**src/rtl/gn3d_pkg.sv**
```systemverilog
// shared constants, permutation table and gradient helpers for the gradient noise unit
package gn3d_pkg;

    localparam int FRAC_BITS  = 16;
    localparam int COORD_W    = 24;
    localparam int OUT_W      = 18;
    localparam int CELL_BITS  = (COORD_W - FRAC_BITS) < 8 ? (COORD_W - FRAC_BITS) : 8;
    // offsets t or t - S need FRAC_BITS + 1 signed bits, gradients reach +2S so two more
    localparam int OFS_W      = FRAC_BITS + 1;
    localparam int GRAD_W     = FRAC_BITS + 3;
    localparam int FADE_W     = FRAC_BITS;
    localparam int INNER_W    = FRAC_BITS + 4;
    localparam int LERP_W     = FRAC_BITS + 4;
    localparam int STAGES     = 12;

    localparam logic signed [LERP_W-1:0] OUT_MAX = LERP_W'(131071);
    localparam logic signed [LERP_W-1:0] OUT_MIN = -LERP_W'(131072);

    typedef logic [7:0] t_byte;
    typedef logic signed [GRAD_W-1:0] t_grad;
    typedef logic signed [LERP_W-1:0] t_val;

    function automatic t_byte perm(input t_byte i);
        t_byte r;
        case (i)
            8'd0: r = 8'd151; 8'd1: r = 8'd160; 8'd2: r = 8'd137; 8'd3: r = 8'd91;
            8'd4: r = 8'd90; 8'd5: r = 8'd15; 8'd6: r = 8'd131; 8'd7: r = 8'd13;
            8'd8: r = 8'd201; 8'd9: r = 8'd95; 8'd10: r = 8'd96; 8'd11: r = 8'd53;
            8'd12: r = 8'd194; 8'd13: r = 8'd233; 8'd14: r = 8'd7; 8'd15: r = 8'd225;
            8'd16: r = 8'd140; 8'd17: r = 8'd36; 8'd18: r = 8'd103; 8'd19: r = 8'd30;
            8'd20: r = 8'd69; 8'd21: r = 8'd142; 8'd22: r = 8'd8; 8'd23: r = 8'd99;
            8'd24: r = 8'd37; 8'd25: r = 8'd240; 8'd26: r = 8'd21; 8'd27: r = 8'd10;
            8'd28: r = 8'd23; 8'd29: r = 8'd190; 8'd30: r = 8'd6; 8'd31: r = 8'd148;
            8'd32: r = 8'd247; 8'd33: r = 8'd120; 8'd34: r = 8'd234; 8'd35: r = 8'd75;
            8'd36: r = 8'd0; 8'd37: r = 8'd26; 8'd38: r = 8'd197; 8'd39: r = 8'd62;
            8'd40: r = 8'd94; 8'd41: r = 8'd252; 8'd42: r = 8'd219; 8'd43: r = 8'd203;
            8'd44: r = 8'd117; 8'd45: r = 8'd35; 8'd46: r = 8'd11; 8'd47: r = 8'd32;
            8'd48: r = 8'd57; 8'd49: r = 8'd177; 8'd50: r = 8'd33; 8'd51: r = 8'd88;
            8'd52: r = 8'd237; 8'd53: r = 8'd149; 8'd54: r = 8'd56; 8'd55: r = 8'd87;
            8'd56: r = 8'd174; 8'd57: r = 8'd20; 8'd58: r = 8'd125; 8'd59: r = 8'd136;
            8'd60: r = 8'd171; 8'd61: r = 8'd168; 8'd62: r = 8'd68; 8'd63: r = 8'd175;
            8'd64: r = 8'd74; 8'd65: r = 8'd165; 8'd66: r = 8'd71; 8'd67: r = 8'd134;
            8'd68: r = 8'd139; 8'd69: r = 8'd48; 8'd70: r = 8'd27; 8'd71: r = 8'd166;
            8'd72: r = 8'd77; 8'd73: r = 8'd146; 8'd74: r = 8'd158; 8'd75: r = 8'd231;
            8'd76: r = 8'd83; 8'd77: r = 8'd111; 8'd78: r = 8'd229; 8'd79: r = 8'd122;
            8'd80: r = 8'd60; 8'd81: r = 8'd211; 8'd82: r = 8'd133; 8'd83: r = 8'd230;
            8'd84: r = 8'd220; 8'd85: r = 8'd105; 8'd86: r = 8'd92; 8'd87: r = 8'd41;
            8'd88: r = 8'd55; 8'd89: r = 8'd46; 8'd90: r = 8'd245; 8'd91: r = 8'd40;
            8'd92: r = 8'd244; 8'd93: r = 8'd102; 8'd94: r = 8'd143; 8'd95: r = 8'd54;
            8'd96: r = 8'd65; 8'd97: r = 8'd25; 8'd98: r = 8'd63; 8'd99: r = 8'd161;
            8'd100: r = 8'd1; 8'd101: r = 8'd216; 8'd102: r = 8'd80; 8'd103: r = 8'd73;
            8'd104: r = 8'd209; 8'd105: r = 8'd76; 8'd106: r = 8'd132; 8'd107: r = 8'd187;
            8'd108: r = 8'd208; 8'd109: r = 8'd89; 8'd110: r = 8'd18; 8'd111: r = 8'd169;
            8'd112: r = 8'd200; 8'd113: r = 8'd196; 8'd114: r = 8'd135; 8'd115: r = 8'd130;
            8'd116: r = 8'd116; 8'd117: r = 8'd188; 8'd118: r = 8'd159; 8'd119: r = 8'd86;
            8'd120: r = 8'd164; 8'd121: r = 8'd100; 8'd122: r = 8'd109; 8'd123: r = 8'd198;
            8'd124: r = 8'd173; 8'd125: r = 8'd186; 8'd126: r = 8'd3; 8'd127: r = 8'd64;
            8'd128: r = 8'd52; 8'd129: r = 8'd217; 8'd130: r = 8'd226; 8'd131: r = 8'd250;
            8'd132: r = 8'd124; 8'd133: r = 8'd123; 8'd134: r = 8'd5; 8'd135: r = 8'd202;
            8'd136: r = 8'd38; 8'd137: r = 8'd147; 8'd138: r = 8'd118; 8'd139: r = 8'd126;
            8'd140: r = 8'd255; 8'd141: r = 8'd82; 8'd142: r = 8'd85; 8'd143: r = 8'd212;
            8'd144: r = 8'd207; 8'd145: r = 8'd206; 8'd146: r = 8'd59; 8'd147: r = 8'd227;
            8'd148: r = 8'd47; 8'd149: r = 8'd16; 8'd150: r = 8'd58; 8'd151: r = 8'd17;
            8'd152: r = 8'd182; 8'd153: r = 8'd189; 8'd154: r = 8'd28; 8'd155: r = 8'd42;
            8'd156: r = 8'd223; 8'd157: r = 8'd183; 8'd158: r = 8'd170; 8'd159: r = 8'd213;
            8'd160: r = 8'd119; 8'd161: r = 8'd248; 8'd162: r = 8'd152; 8'd163: r = 8'd2;
            8'd164: r = 8'd44; 8'd165: r = 8'd154; 8'd166: r = 8'd163; 8'd167: r = 8'd70;
            8'd168: r = 8'd221; 8'd169: r = 8'd153; 8'd170: r = 8'd101; 8'd171: r = 8'd155;
            8'd172: r = 8'd167; 8'd173: r = 8'd43; 8'd174: r = 8'd172; 8'd175: r = 8'd9;
            8'd176: r = 8'd129; 8'd177: r = 8'd22; 8'd178: r = 8'd39; 8'd179: r = 8'd253;
            8'd180: r = 8'd19; 8'd181: r = 8'd98; 8'd182: r = 8'd108; 8'd183: r = 8'd110;
            8'd184: r = 8'd79; 8'd185: r = 8'd113; 8'd186: r = 8'd224; 8'd187: r = 8'd232;
            8'd188: r = 8'd178; 8'd189: r = 8'd185; 8'd190: r = 8'd112; 8'd191: r = 8'd104;
            8'd192: r = 8'd218; 8'd193: r = 8'd246; 8'd194: r = 8'd97; 8'd195: r = 8'd228;
            8'd196: r = 8'd251; 8'd197: r = 8'd34; 8'd198: r = 8'd242; 8'd199: r = 8'd193;
            8'd200: r = 8'd238; 8'd201: r = 8'd210; 8'd202: r = 8'd144; 8'd203: r = 8'd12;
            8'd204: r = 8'd191; 8'd205: r = 8'd179; 8'd206: r = 8'd162; 8'd207: r = 8'd241;
            8'd208: r = 8'd81; 8'd209: r = 8'd51; 8'd210: r = 8'd145; 8'd211: r = 8'd235;
            8'd212: r = 8'd249; 8'd213: r = 8'd14; 8'd214: r = 8'd239; 8'd215: r = 8'd107;
            8'd216: r = 8'd49; 8'd217: r = 8'd192; 8'd218: r = 8'd214; 8'd219: r = 8'd31;
            8'd220: r = 8'd181; 8'd221: r = 8'd199; 8'd222: r = 8'd106; 8'd223: r = 8'd157;
            8'd224: r = 8'd184; 8'd225: r = 8'd84; 8'd226: r = 8'd204; 8'd227: r = 8'd176;
            8'd228: r = 8'd115; 8'd229: r = 8'd121; 8'd230: r = 8'd50; 8'd231: r = 8'd45;
            8'd232: r = 8'd127; 8'd233: r = 8'd4; 8'd234: r = 8'd150; 8'd235: r = 8'd254;
            8'd236: r = 8'd138; 8'd237: r = 8'd236; 8'd238: r = 8'd205; 8'd239: r = 8'd93;
            8'd240: r = 8'd222; 8'd241: r = 8'd114; 8'd242: r = 8'd67; 8'd243: r = 8'd29;
            8'd244: r = 8'd24; 8'd245: r = 8'd72; 8'd246: r = 8'd243; 8'd247: r = 8'd141;
            8'd248: r = 8'd128; 8'd249: r = 8'd195; 8'd250: r = 8'd78; 8'd251: r = 8'd66;
            8'd252: r = 8'd215; 8'd253: r = 8'd61; 8'd254: r = 8'd156; 8'd255: r = 8'd180;
            default: r = 8'd0;
        endcase
        return r;
    endfunction

    // twelve-direction gradient dot product, hash low nibble selects the direction
    function automatic t_grad grad(input logic [3:0] h, input logic signed [OFS_W-1:0] x,
                                   input logic signed [OFS_W-1:0] y,
                                   input logic signed [OFS_W-1:0] z);
        t_grad u;
        t_grad v;
        u = (h < 4'd8) ? GRAD_W'(x) : GRAD_W'(y);
        v = (h < 4'd4) ? GRAD_W'(y) : ((h == 4'd12 || h == 4'd14) ? GRAD_W'(x) : GRAD_W'(z));
        return (h[0] ? -u : u) + (h[1] ? -v : v);
    endfunction

endpackage

```
**src/rtl/gn3d_lerp.sv**
```systemverilog
// registered linear blend a + floor(f * (b - a) / S)
module gn3d_lerp (
    input  logic                               i_clk,
    input  logic                               i_en,
    input  logic [gn3d_pkg::FADE_W-1:0]        i_f,
    input  gn3d_pkg::t_val                     i_a,
    input  gn3d_pkg::t_val                     i_b,
    output gn3d_pkg::t_val                     o_y
);
    localparam int PW = gn3d_pkg::LERP_W + gn3d_pkg::FADE_W + 2;

    logic signed [PW-1:0] w_prod;
    gn3d_pkg::t_val       w_diff;

    // arithmetic shift is floor toward minus infinity
    assign w_diff = i_b - i_a;
    assign w_prod = $signed({1'b0, i_f}) * w_diff;

    always_ff @(posedge i_clk) begin
        if (i_en) begin
            o_y <= i_a + gn3d_pkg::LERP_W'(w_prod >>> gn3d_pkg::FRAC_BITS);
        end
    end
endmodule

```
**config.mk**
```make
export PLATFORM = sky130hd
export DESIGN_NAME = gn3d_lerp
export DESIGN_NICKNAME = d
export VERILOG_FILES = /design/src/rtl/gn3d_pkg.sv /design/src/rtl/gn3d_lerp.sv
export SDC_FILE = /design/constraint.sdc
export NUM_CORES = 1
export LEC_CHECK = 0
export BUFFER_PORTS_ARGS = -buffer_cell sky130_fd_sc_hd__buf_2
export CORE_ASPECT_RATIO = 1.4
export CORE_UTILIZATION = 39
export DETAILED_ROUTE_END_ITERATION = 6
export GPL_ROUTABILITY_DRIVEN = 0
export GPL_TIMING_DRIVEN = 0
export HOLD_SLACK_MARGIN = 0.1
export PLACE_DENSITY = 0.64
export SLEW_MARGIN = 20
export SYNTH_ARGS = -nofsm -noshare
export SYNTH_HDL_FRONTEND = slang
export SYNTH_SLANG_ARGS = --single-unit
```
**constraint.sdc**
```tcl
create_clock -name i_clk -period 9.95 [get_ports i_clk]
set_input_delay 1.4925 -clock i_clk [delete_from_list [all_inputs] [get_ports i_clk]]
set_output_delay 1.4925 -clock i_clk [all_outputs]
set_load 0.1 [all_outputs]
```
==> impl_metrics.json <==
{
  "regMostFlops": "o_y",
  "fin_cells": 2207,
  "layout_worst_path_cycle_share": 1.05,
  "synth.avg_cell_area_um2": 8.84,
  "cp_common_cell": "fa_1",
  "yosysSeqAreaShare": 0.0424,
  "overflow": 0,
  "core.rowCount": 82,
  "seqCellArea_um2": 601,
  "port_buffers": 75,
  "maxSlewViolCount": 0,
  "worst_path_max_delay_cell": "fa_1",
  "die_w_um": 163,
  "holdPathEnd": "o_y[0]",
  "syn_inst": 1600,
  "wire_per_inst_um": 17.8,
  "hold_start": "i_a[0]",
  "tightest_slew_ns": 0.939,
  "failed_checks": "setup timing",
  "dr.pass1.iters": 5,
  "holdPathStages": 2,
  "synth_fp_nets": 2098,
  "clock_path_buffers": 2,
  "synth_edf_count": 20,
  "tns_ns": -2.27,
  "synth_cell_types": 69,
  "arrival_ns": 10.41,
  "start_util": 0.395,
  "m1WireLength_um": 13300,
  "multi_input_comb_area_um2": 12600,
  "numCtsBuffers": 3,
  "startpoint_type": "input pin",
  "totalWireLength_um": 39200,
  "largest_reg_flops": 20,
  "die_y_um": 227,
  "clk_pin_slew_ns": 0.05,
  "area_growth_pct": 18.1,
  "status": "complete, but fails checks",
  "post-route-util": 0.467,
  "reg_top3": "o_y (20)",
  "rsz0062_at_grt": "yes",
  "synth_area_um2": 14100,
  "grt_max_degree": 21,
  "yosys.area.top_type": "fa_1",
  "ioPinCount": 78,
  "drive_above_1_share": 0.177,
  "dieArea_um2": 37100,
  "cap_violations": 0,
  "antenna_found_initial": 1,
  "end_kind": "register",
  "clock_sinks": 20,
  "yosysTopAreaCellShare": 0.437,
  "core_area_um2": 35800,
  "min_period_ns": 10.41,
  "min_path_type": "input pin to register",
  "drt_iter0_markers": 613,
  "path_class": "input pin to register",
  "grt_util_all_layers": 0.219,
  "grt_pass1_vias": 12447,
  "nets": 2244,
  "clockRootBuffer": "clkbuf_16",
  "layout_common_cells": "inv_1 (428), fa_1 (298), nand2_1 (171)",
  "highest_layer": "met4",
  "grt_pass1_wl_um": 62000,
  "hpwl_um": 32300,
  "via_count": 11317,
  "ys.flop_type": "edfxtp_1",
  "slew_headroom": 0.370,
  "met3_length_um": 1660,
  "layout_commonest_cell": "inv_1",
  "async_flop_share": 0,
  "cts_tree": "done",
  "ctsHoldBuffers": 0,
  "slowest_delay_ns": 0.56,
  "setup_viol": 7,
  "fillerInstances": 3412,
  "final-hold-violation-count": 0,
  "finalWorstSetupSlack_ns": -0.461,
  "synthTopCellsByArea": "fa_1 (44%), inv_1 (12%), ha_1 (12%), and2_1 (4.8%), nand2_1 (4.6%)",
  "dr_wl_met2_um": 21600,
  "yosys_warnings": 0,
  "max_freq_ghz": 0.0960,
  "h-tree-depth": 1,
  "dpl.cell_count": 2137,
  "worst-path-max-fanout": 5,
  "yosys_register_bits": 20,
  "drc": 0,
  "ant_nets": 0,
  "crit_required_ns": 9.95,
  "viasPerCell": 5.13
}
timing repair:
item / in CTS / in global routing
pin swaps: 84 / 41
setup endpoints to repair: 17 / 14
gates cloned: 0 / 0
buffers inserted: 58 / 10
gates resized for setup: 141 / 54
logic make-up (layout without fill, tap and decap cells):
kind of cell,Yosys count,in the layout,synth area share
DFF,20,20,0.0424
muxes,3,3,0.00327
and+or+nand+nor,432,432,0.153
other,0,1,0
adders and majority gates,444,444,0.556
xor gates and xnor gates,63,63,0.0390
buffers and inverters,487,631,0.131
AOI/OAI and AO/OA,151,151,0.0753
metrics by stage:
stage	worst slack, ns	area [um^2]	hold WS, ns
floorplan	-0.195	14200	1.61
global placement	-1.82	15200	1.86
detailed placement	-1.92	15200	1.86
CTS	-0.574	16400	1.60
global route	-0.793	16700	1.60
finish	-0.461	16700	1.60
critical path: cells and delay by family:
kind	cells	cell delay, ns
XOR/XNOR	3	0.39
buffers and inverters	9	0.85
AND/OR/NAND/NOR	7	1.31
adder cells (fa/ha/maj)	9	3.88
AO/OA/AOI/OAI	13	2.47
per-layer routing:
layer	up-vias	GRT usage
met2	367	0.422
li1	5092	-
met5	-	0
met1	5719	0.229
met3	139	0.0188
met4	0	0.130
worst max path at each step:
stage	from	end	slack, ns	depth (start not counted)
finish	i_a[1]	o_y[17]	-0.46	41
global route	i_a[1]	o_y[17]	-0.79	38
global placement	i_b[0]	o_y[17]	-1.82	44
floorplan	i_b[0]	o_y[17]	-0.20	41
CTS	i_b[0]	o_y[17]	-0.57	43
detailed placement	i_b[0]	o_y[17]	-1.92	44
synth_stat cells, types with 2 or more instances:
library cell / n
a211o_1: 2
a211oi_1: 4
a21o_1: 15
a21oi_1: 51
a21oi_2: 4
a221oi_1: 2
a22o_1: 2
a31oi_1: 6
and2_1: 109
and3_1: 8
buf_2: 7
buf_6: 2
clkbuf_1: 39
edfxtp_1: 20
fa_1: 309
ha_1: 131
inv_1: 438
maj3_1: 4
nand2_1: 174
nand2b_1: 4
nand3_1: 19
nand3b_1: 2
nand4_1: 2
nor2_1: 35
nor2b_1: 16
nor3_1: 29
nor3b_1: 3
nor4_1: 9
o2111ai_1: 3
o211ai_1: 2
o21a_1: 12
o21ai_0: 20
o21ai_2: 3
o21bai_1: 5
o31ai_1: 2
or2_2: 2
or3_1: 5
or3b_1: 3
or3b_2: 6
xnor2_1: 45
xor2_1: 18
cell type report:
class | count | share of cell area
Tap cell | 462 | 0.0346
Sequential cell | 20 | 0.0359
Clock buffer | 3 | 0.00449
Inverter | 438 | 0.0991
Multi-Input combinational cell | 1093 | 0.751
Antenna cell | 1 | 0.000150
Timing Repair Buffer | 142 | 0.0572
Buffer | 48 | 0.0171
Power is not shown: default switching activity piles up to over one toggle a cycle in this logic, so the estimate is an artifact.
